**src/sv/prime_test_and_rank_defines.svh**
```systemverilog
// ----------------------------------------------------------------------------
// prime_test_and_rank_defines: assertion macros
// Shared concurrent assertion forms, clocked on clk and disabled in rst.
// ----------------------------------------------------------------------------
`ifndef PRIME_TEST_AND_RANK_DEFINES_SVH
`define PRIME_TEST_AND_RANK_DEFINES_SVH

// same-cycle implication
`define PTR_ASSERT_IMPL(lbl, ante, cons, msg) \
  lbl: assert property (@(posedge clk) disable iff (rst) (ante) |-> (cons)) \
    else $error(msg);

// next-cycle implication
`define PTR_ASSERT_NEXT(lbl, ante, cons, msg) \
  lbl: assert property (@(posedge clk) disable iff (rst) (ante) |=> (cons)) \
    else $error(msg);

`endif

```
**src/sv/ptr_pkg.sv**
```systemverilog
// ----------------------------------------------------------------------------
// ptr_pkg: shared types and constants
// Field widths, table depth and the controller/datapath interface structs.
// ----------------------------------------------------------------------------
package ptr_pkg;

  localparam int VALUE_W = 10;            // input value width
  localparam int RANK_W  = 8;             // rank field width
  localparam int ADDR_W  = VALUE_W;       // table address width
  localparam int DEPTH   = 1 << ADDR_W;   // table entries
  localparam int SQ_W    = ADDR_W + 1;    // sieve multiple / square width
  localparam int P_W     = 6;             // sieve base, at most 32
  localparam int CMP_W   = 16;            // range compare width

  // commands from controller to datapath
  typedef struct packed {
    logic k_clr;
    logic clr_wr;
    logic sieve_rd;
    logic p_inc;
    logic mark_init;
    logic mark_wr;
    logic rank_rd;
    logic lookup_rd;
    logic out_load;
  } cmd_t;

  // status from datapath to controller
  typedef struct packed {
    logic k_last;
    logic psq_over;
    logic comp_bit;
    logic mark_last;
  } stat_t;

endpackage

```
**src/sv/ptr_ctrl.sv**
```systemverilog
// ----------------------------------------------------------------------------
// ptr_ctrl: build and lookup sequencer
// Runs the clear, sieve and rank passes after reset, then handles the
// input and output handshakes one word at a time.
// ----------------------------------------------------------------------------
`include "prime_test_and_rank_defines.svh"

module ptr_ctrl (
  input  logic           clk,
  input  logic           rst,
  input  logic           in_valid,
  output logic           in_ready,
  output logic           out_valid,
  input  logic           out_ready,
  output ptr_pkg::cmd_t  cmd,
  input  ptr_pkg::stat_t stat
);

  typedef enum logic [2:0] {
    S_CLEAR,
    S_SIEVE_RD,
    S_SIEVE_CHK,
    S_MARK,
    S_RANK,
    S_RANK_END,
    S_IDLE,
    S_LOOKUP
  } state_t;

  state_t state;
  state_t state_next;
  logic   out_free;

  assign out_free = !out_valid || out_ready;
  assign in_ready = (state == S_IDLE);

  // next state and commands
  always_comb begin
    state_next = state;
    cmd        = '0;
    case (state)
      S_CLEAR: begin
        cmd.clr_wr = 1'b1;
        if (stat.k_last) begin
          cmd.k_clr  = 1'b1;
          state_next = S_SIEVE_RD;
        end
      end
      S_SIEVE_RD: begin
        cmd.sieve_rd = 1'b1;
        state_next   = S_SIEVE_CHK;
      end
      S_SIEVE_CHK: begin
        if (stat.psq_over) begin
          state_next = S_RANK;
        end else if (stat.comp_bit) begin
          cmd.p_inc  = 1'b1;
          state_next = S_SIEVE_RD;
        end else begin
          cmd.mark_init = 1'b1;
          state_next    = S_MARK;
        end
      end
      S_MARK: begin
        cmd.mark_wr = 1'b1;
        if (stat.mark_last) begin
          cmd.p_inc  = 1'b1;
          state_next = S_SIEVE_RD;
        end
      end
      S_RANK: begin
        cmd.rank_rd = 1'b1;
        if (stat.k_last) begin
          state_next = S_RANK_END;
        end
      end
      S_RANK_END: begin
        state_next = S_IDLE;
      end
      S_IDLE: begin
        if (in_valid) begin
          cmd.lookup_rd = 1'b1;
          state_next    = S_LOOKUP;
        end
      end
      S_LOOKUP: begin
        if (out_free) begin
          cmd.out_load = 1'b1;
          state_next   = S_IDLE;
        end
      end
      default: begin
        state_next = S_CLEAR;
      end
    endcase
  end

  // state and output valid
  always_ff @(posedge clk) begin
    if (rst) begin
      state     <= S_CLEAR;
      out_valid <= 1'b0;
    end else begin
      state <= state_next;
      if (cmd.out_load) begin
        out_valid <= 1'b1;
      end else if (out_ready) begin
        out_valid <= 1'b0;
      end
    end
  end

  `PTR_ASSERT_IMPL(a_load_free, cmd.out_load, out_free, "result loaded over an untaken word")
  `PTR_ASSERT_NEXT(a_one_in_flight, in_valid && in_ready, !in_ready, "second word taken during lookup")

endmodule

```
**config.mk**
```make
export PLATFORM = sky130hd
export DESIGN_NAME = ptr_ctrl
export DESIGN_NICKNAME = d
export VERILOG_FILES = /design/src/sv/ptr_pkg.sv /design/src/sv/ptr_ctrl.sv
export VERILOG_INCLUDE_DIRS = /design/src /design/src/sv
export SDC_FILE = /design/constraint.sdc
export NUM_CORES = 1
export LEC_CHECK = 0
export CAP_MARGIN = 20
export CORE_AREA = 5 5 42 44
export CTS_BUF_LIST = sky130_fd_sc_hd__clkbuf_4 sky130_fd_sc_hd__clkbuf_8 sky130_fd_sc_hd__clkbuf_16
export DETAILED_ROUTE_END_ITERATION = 10
export DIE_AREA = 0 0 47 49
export DONT_BUFFER_PORTS = 1
export PLACE_DENSITY = 0.41
export SYNTH_ARGS = -nofsm -noshare
export SYNTH_HDL_FRONTEND = slang
export SYNTH_SLANG_ARGS = --single-unit
```
**constraint.sdc**
```tcl
create_clock -name clk -period 2.16 [get_ports clk]
set_input_delay 0.432 -clock clk [delete_from_list [all_inputs] [get_ports clk]]
set_output_delay 0.432 -clock clk [all_outputs]
set_load 0.01 [all_outputs]
```
==> results of run 1 <==
[how the worst max path moves through the flow]
stage	start	end	slack, ns	depth (start not counted)
finish	state[2]$_SDFFE_PP0P_	cmd[8]	0.39	2
global route	state[2]$_SDFFE_PP0P_	cmd[8]	0.32	2
CTS	state[2]$_SDFFE_PP0P_	cmd[8]	0.38	2
detailed placement	state[2]$_SDFFE_PP0P_	cmd[8]	0.64	2
global placement	state[2]$_SDFFE_PP0P_	cmd[8]	0.65	2
floorplan	state[2]$_SDFFE_PP0P_	cmd[8]	0.70	3
[power by group through the flow]
stage | Combinational, mW | Sequential (mW) | Clock [mW]
2_1_floorplan | 0.0329 | 0.0837 | 0
3_3_place_gp | 0.0293 | 0.0887 | 0
3_5_place_dp | 0.0289 | 0.0889 | 0
4_1_cts | 0.0294 | 0.0878 | 0.0979
5_1_grt | 0.0316 | 0.0893 | 0.109
6_report | 0.0291 | 0.0879 | 0.0944
[layout make-up]
type / count / area, sq um / share of cell area [%]
clock buffer: 3 / 22.5 / 7.66
inverter: 1 / 3.75 / 1.28
multi-input combinational: 27 / 168 / 57.0
sequential: 4 / 80.1 / 27.2
tap: 16 / 20.0 / 6.81
[sequential cells by signal (all words and copies together), names as in the netlist]
signal	count
state	3
out_valid	1
[synthesized netlist by cell type (all sizes together)]
master	count
buf	2
and2	3
o21ai	1
nor2b	1
nand2b	1
a21oi	4
inv	1
dfxtp	4
nand2	1
nor3	2
nor3b	3
and3	2
nor2	5
a22oi	1
nand3	1
a221oi	1
a2111oi	1
[cell families after synthesis]
family,Yosys count,share of synthesized area (%)
AOI/OAI and AO/OA,8,20.5
buffers and inverters,3,9.59
DFF,4,29.2
and+or+nand+nor,19,40.6
[per-layer routing]
layer / share of wire (%) / GRT usage [%] / wire (um) / vias to the layer above
met3: 17 / 8.49 / 131 / 2
li1: - / - / - / 123
met5: 0 / 0 / 0 / -
met4: 2.3 / 4.15 / 17 / 0
met2: 41 / 9.05 / 312 / 14
met1: 39 / 7.91 / 293 / 112
[through the flow]
stage	hold WS (ns)	power [mW]	util [%]	instances
6_report	0.258	0.211	21.0	51
4_1_cts	0.254	0.215	21.0	51
3_5_place_dp	0.504	0.118	19.4	48
5_1_grt	0.236	0.230	21.0	51
3_3_place_gp	0.505	0.118	19.4	48
2_1_floorplan	0.499	0.117	-	34
==> summary.md, run 1 <==
| Metric | Value |
|---|---|
| Logic pwr share | `roughly 14%` |
| Sw power | `between 50 and 60 uW` |
| Critical path's slowest cell | `dfxtp_1` |
| Post-Place Cell Area | `between 200 and 300 sq um` |
| Worst slew pin tran | `0.429 ns` |
| Vias in the first global route | `about 240` |
| Power per cell area | `between 700 and 800 nW/um^2` |
| Final WS setup | `0.392 ns` |
| Worst-path cell chain | `nor3_1, and2_1` |
| Clk_lat worst skew | `0.24 ns` |
| TNS Setup | `0 ns` |
| Crit path arrival time | `~1.3 ns` |
| Sw frac | `between 20% and 30%` |
| Final min period | `~1.8 ns` |
| Setup WS pre-CTS | `approximately 0.64 ns` |
| First-pass detailed-route iteration total | `2` |
| Initial antenna violation count | `0` |
| GRT Total Usage | `7.61%` |
| Routed Antenna Nets | `0` |
| Post-Synthesis Cell Area | `274 sq um` |
| Area growth syn-to-layout | `7.31%` |
| R2R depth | `2` |
| Die H | `between 40 and 50 um` |
| Via-to-Cell Ratio | `between 4 and 5` |
| Type of origin of the critical path | `register` |
| Clk pwr share | `~45%` |
| RSZ-0062 raised after global routing | `no` |
| Max Fclk | `between 0.5 and 0.6 GHz` |
| # port buffers | `0` |
| Clock skew | `between 0.0004 and 0.0005 ns` |
| Final Wtd Congestion | `about 0.61` |
| HPWL Detailed | `567 um` |
| Maximum vdd ir drop | `303 uV` |
| Starting density of the core | `19.6%` |
| Leak | `around 0.11 nW` |
| Die X | `roughly 47 um` |
| P_int | `152 uW` |
| R2r startpoint | `state[2]$_SDFFE_PP0P_` |
| Die Area | `2300 sq um` |
| CTS tree | `built` |
| # DRC | `0` |
| Worst Hold Depth | `1` |
| Max-Cap Viols | `0` |
| Final #Nets | `45` |
| IO Pins | `19` |
| Post-cts resize count | `0` |
| Sequential area share after synthesis | `29.2%` |
| Layout cells sized above 1 | `approximately 20%` |
| Vias | `about 250` |
| Hold Buf Count CTS | `0` |
| Mapped Avg Cell Area | `about 8 sq um` |
| Crit-path max FO | `14` |
| Antenna cells | `0` |
| Most frequent cells in the layout | `5 x nor2_1, 4 x a21oi_1, 4 x dfxtp_1, 3 x and2_1, 3 x clkbuf_4` |
| Clock transition at path regs | `about 0.040 ns` |
| Area leader, netlist | `dfxtp_1` |
| WL per Instance | `~15 um` |
| Num CTS Buffers | `3` |
| DR iter-0 viols | `5` |
| Min-delay worst type | `in -> reg` |
| Clock sink count | `4` |
| Clk buf depth | `2` |
| Post-route clock period utilization | `slightly above 80%` |
| Synthesized netlist cell count | `34` |
| Post-route design area | `approximately 290 sq um` |
| Overflow after GRT | `0` |
| Worst R2R Setup Slack | `between 0.9 and 1 ns` |
| FF-to-FF End | `state[0]$_SDFFE_PP0P_` |
| CP max stage delay | `0.43 ns` |
| Sequential share of power | `41.6%` |
| Htree depth | `1` |
| CP Capture Type | `primary output` |
| HP Start | `rst` |
| Final count of hold timing violations | `0` |
| Netlist cell types | `18` |
| Row cnt | `14` |
| Setup CP Type | `reg -> out` |
| Synth top area cells | `dfxtp_1 29%, buf_6 8.2%, a21oi_1 7.3%` |
| Flops & latches, synth | `4` |
| Core area | `roughly 1400 sq um` |
| Max Slew Vio Count | `0` |
| Critical Path RT | `1.73 ns` |
| Layout fillers | `between 150 and 200` |
| Largest delay share family, worst path | `simple AND/OR/NAND/NOR gates` |
| Ys Warns | `0` |
| Setup repair bufs after CTS | `0` |
| Status | `complete, no violations` |
| First-pass GRT wire length | `around 1200 um` |
| Hold path endpoint | `state[0]$_SDFFE_PP0P_` |
| Final setup fails | `0` |
| Post-synth top area share | `29.2%` |
| Synthesized Nets | `42` |
| Largest net degree at the start of global routing | `15` |
| Worst path bufs/invs | `0` |
| Clock root buffer | `clkbuf_4` |
| Most common cell after layout, fill and taps aside | `nor2_1` |
| Relative slew slack | `between 70% and 80%` |
| WL final | `about 750 um` |
No activity file was read; power rests on OpenSTA's default activity.
==> run 2, diff against run 1 <==
- clock period: 2.16 -> 1.8 ns (I/O delays scaled with it)
==> summary.md, run 2 (synthesis results as in run 1) <==
| Metric | Value |
|---|---|
| Final setup fails | `0 (unchanged)` |
| Relative slew slack | `71.0% (-0.41 points)` |
| RSZ-0062 raised after global routing | `no` |
| TNS Setup | `0 ns (unchanged)` |
| Initial antenna violation count | `0 (unchanged)` |
| Clock skew | `0.00298 ns (+0.00257 ns)` |
| Routed Antenna Nets | `0 (unchanged)` |
| First-pass GRT wire length | `1190 um (-1.2%)` |
| Antenna cells | `0 (unchanged)` |
| Setup WS pre-CTS | `0.408 ns (-0.233 ns)` |
| Clock transition at path regs | `0.04 ns (about the same)` |
| Die H | `49 um (unchanged)` |
| Overflow after GRT | `0 (unchanged)` |
| Min-delay worst type | `in -> reg` |
| Final #Nets | `46 (+2.2%)` |
| CP max stage delay | `0.58 ns (+0.15 ns)` |
| Setup repair bufs after CTS | `0 (unchanged)` |
| Power per cell area | `837 nW/um^2 (+16%)` |
| Most common cell after layout, fill and taps aside | `nor2_1` |
| Sequential share of power | `42.0% (+0.4 points)` |
| CTS tree | `built` |
| Via-to-Cell Ratio | `4.75 (-3.5%)` |
| Final WS setup | `0.167 ns (-0.225 ns)` |
| Post-cts resize count | `0 (unchanged)` |
| Max FFs per register | `3 (unchanged)` |
| GRT Total Usage | `7.25% (-0.35 points)` |
| Post-route clock period utilization | `approximately 90%` |
| Die X | `47 um (unchanged)` |
| WL final | `741 um (-1.7%)` |
| WL per Instance | `14.3 um (-3.6%)` |
| Placed insts | `49 (+2.1%)` |
| Num CTS Buffers | `3 (unchanged)` |
| Logic pwr share | `15.6% (+1.8 points)` |
| Row cnt | `14 (unchanged)` |
| Most frequent cells in the layout | `5 x nor2_1, 4 x a21oi_1, 4 x dfxtp_1, 3 x and2_1, 3 x clkbuf_4` |
| Largest register by flop count | `state` |
| Final Wtd Congestion | `0.677 (+11%)` |
| Htree depth | `1 (unchanged)` |
| HP Start | `rst` |
| Area growth syn-to-layout | `10.0%` |
| # DRC | `0 (unchanged)` |
| Worst slew pin tran | `0.435 ns (+0.00613 ns)` |
| Max-Cap Viols | `0 (unchanged)` |
| Crit-path max FO | `14 (unchanged)` |
| Setup CP Type | `reg -> out` |
| FF-to-FF End | `state[0]$_SDFFE_PP0P_` |
| Critical path launch point | `state[2]$_SDFFE_PP0P_` |
| Worst R2R Setup Slack | `0.61 ns (-0.36 ns)` |
| Clock root buffer | `clkbuf_4` |
| Sw power | `65.8 uW (+12%)` |
| Clk_lat worst skew | `0.23 ns (about the same)` |
| Starting density of the core | `19.6% (unchanged)` |
| R2R depth | `2 (unchanged)` |
| Critical path's slowest cell | `dfxtp_1` |
| Hold Buf Count CTS | `0 (unchanged)` |
| CP Capture Type | `primary output` |
| # port buffers | `0 (unchanged)` |
| Worst-path cell chain | `and3_1, and2_1` |
| Max Slew Vio Count | `0 (unchanged)` |
| Critical Path RT | `1.44 ns (-0.29 ns)` |
| HPWL Detailed | `586 um (+3.3%)` |
| Clk pwr share | `42.4% (-2.3 points)` |
| Clock sink count | `4 (unchanged)` |
| R2r startpoint | `state[2]$_SDFFE_PP0P_` |
| Largest net degree at the start of global routing | `15 (unchanged)` |
| DR iter-0 viols | `5 (unchanged)` |
| Final count of hold timing violations | `0 (unchanged)` |
| Hold path endpoint | `state[0]$_SDFFE_PP0P_` |
| Maximum vdd ir drop | `227 uV (-25%)` |
| Final min period | `1.63 ns` |
| Finished Layout Cells | `52 (+2.0%)` |
| Vias in the first global route | `264 (+8.6%)` |
| Core area | `1400 sq um (unchanged)` |
| Layout cells sized above 1 | `22.2% (+2.2 points)` |
| Largest registers | `state x3, out_valid x1` |
| Clk buf depth | `2 (unchanged)` |
| IO Pins | `19 (unchanged)` |
| Vias | `247 (-1.6%)` |
| Type of origin of the critical path | `register` |
| Status | `complete, no violations` |
| Die Area | `2300 sq um (unchanged)` |
| First-pass detailed-route iteration total | `3 (+1)` |
| Sw frac | `26.1% (-1.8 points)` |
| P_int | `187 uW (+22%)` |
| Leak | `0.110 nW (+4.4%)` |
| Worst Hold Depth | `1 (unchanged)` |
| Max Fclk | `0.612 GHz` |
| Crit path arrival time | `1.27 ns (-0.07 ns)` |
## run 2: cell types whose count changed in the layout (fill, tap and decap cells not counted), sizes merged
cell  previous run  this run
buf              0         1
## run 2: power by group through the flow
stage                     registers [mW]  clock network [mW]  logic, mW
after floorplan                    0.100                   0     0.0395
final                              0.106               0.107     0.0393
after global routing               0.108               0.116     0.0445
after CTS                          0.106               0.113     0.0400
after global placement             0.107                   0     0.0402
after detailed placement           0.107                   0     0.0399
## run 2: worst max-delay path, delay by kind of cell, from the launching register on
kind | cells | cell delay, ns
and+or+nand+nor | 2 | 0.46
DFF | 1 | 0.58
## run 2: area by class of cell
type | count | area (sq um)
clock buffers | 3 | 22.5
repair buffers | 1 | 7.51
fillers | 169 | 1100
well taps | 16 | 20.0
multi-input cells | 27 | 168
inverters | 1 | 3.75
flip-flops and latches | 4 | 80.1
## run 2: worst max path at each step
stage / to / slack [ns]
6_report: cmd[0] / 0.17
5_1_grt: cmd[4] / 0.05
4_1_cts: cmd[4] / 0.15
3_5_place_dp: cmd[4] / 0.41
3_3_place_gp: cmd[4] / 0.41
2_1_floorplan: cmd[8] / 0.41
## run 2: stage by stage
step	power [mW]	instance area (sq um)	util, %	hold slack [ns]
after global routing	0.268	302	21.5	0.191
final	0.252	302	21.5	0.196
after floorplan	0.140	274	-	0.429
after detailed placement	0.147	279	19.9	0.433
after global placement	0.147	279	19.9	0.433
after CTS	0.259	302	21.5	0.187
## run 2: metal layers
| metal | track usage, % | part of all wire, % |
|---|---|---|
| met1 | 8.57 | 42 |
| met2 | 9.05 | 46 |
| met3 | 5.54 | 12 |
| met4 | 4.15 | 0 |
| met5 | 0 | 0 |
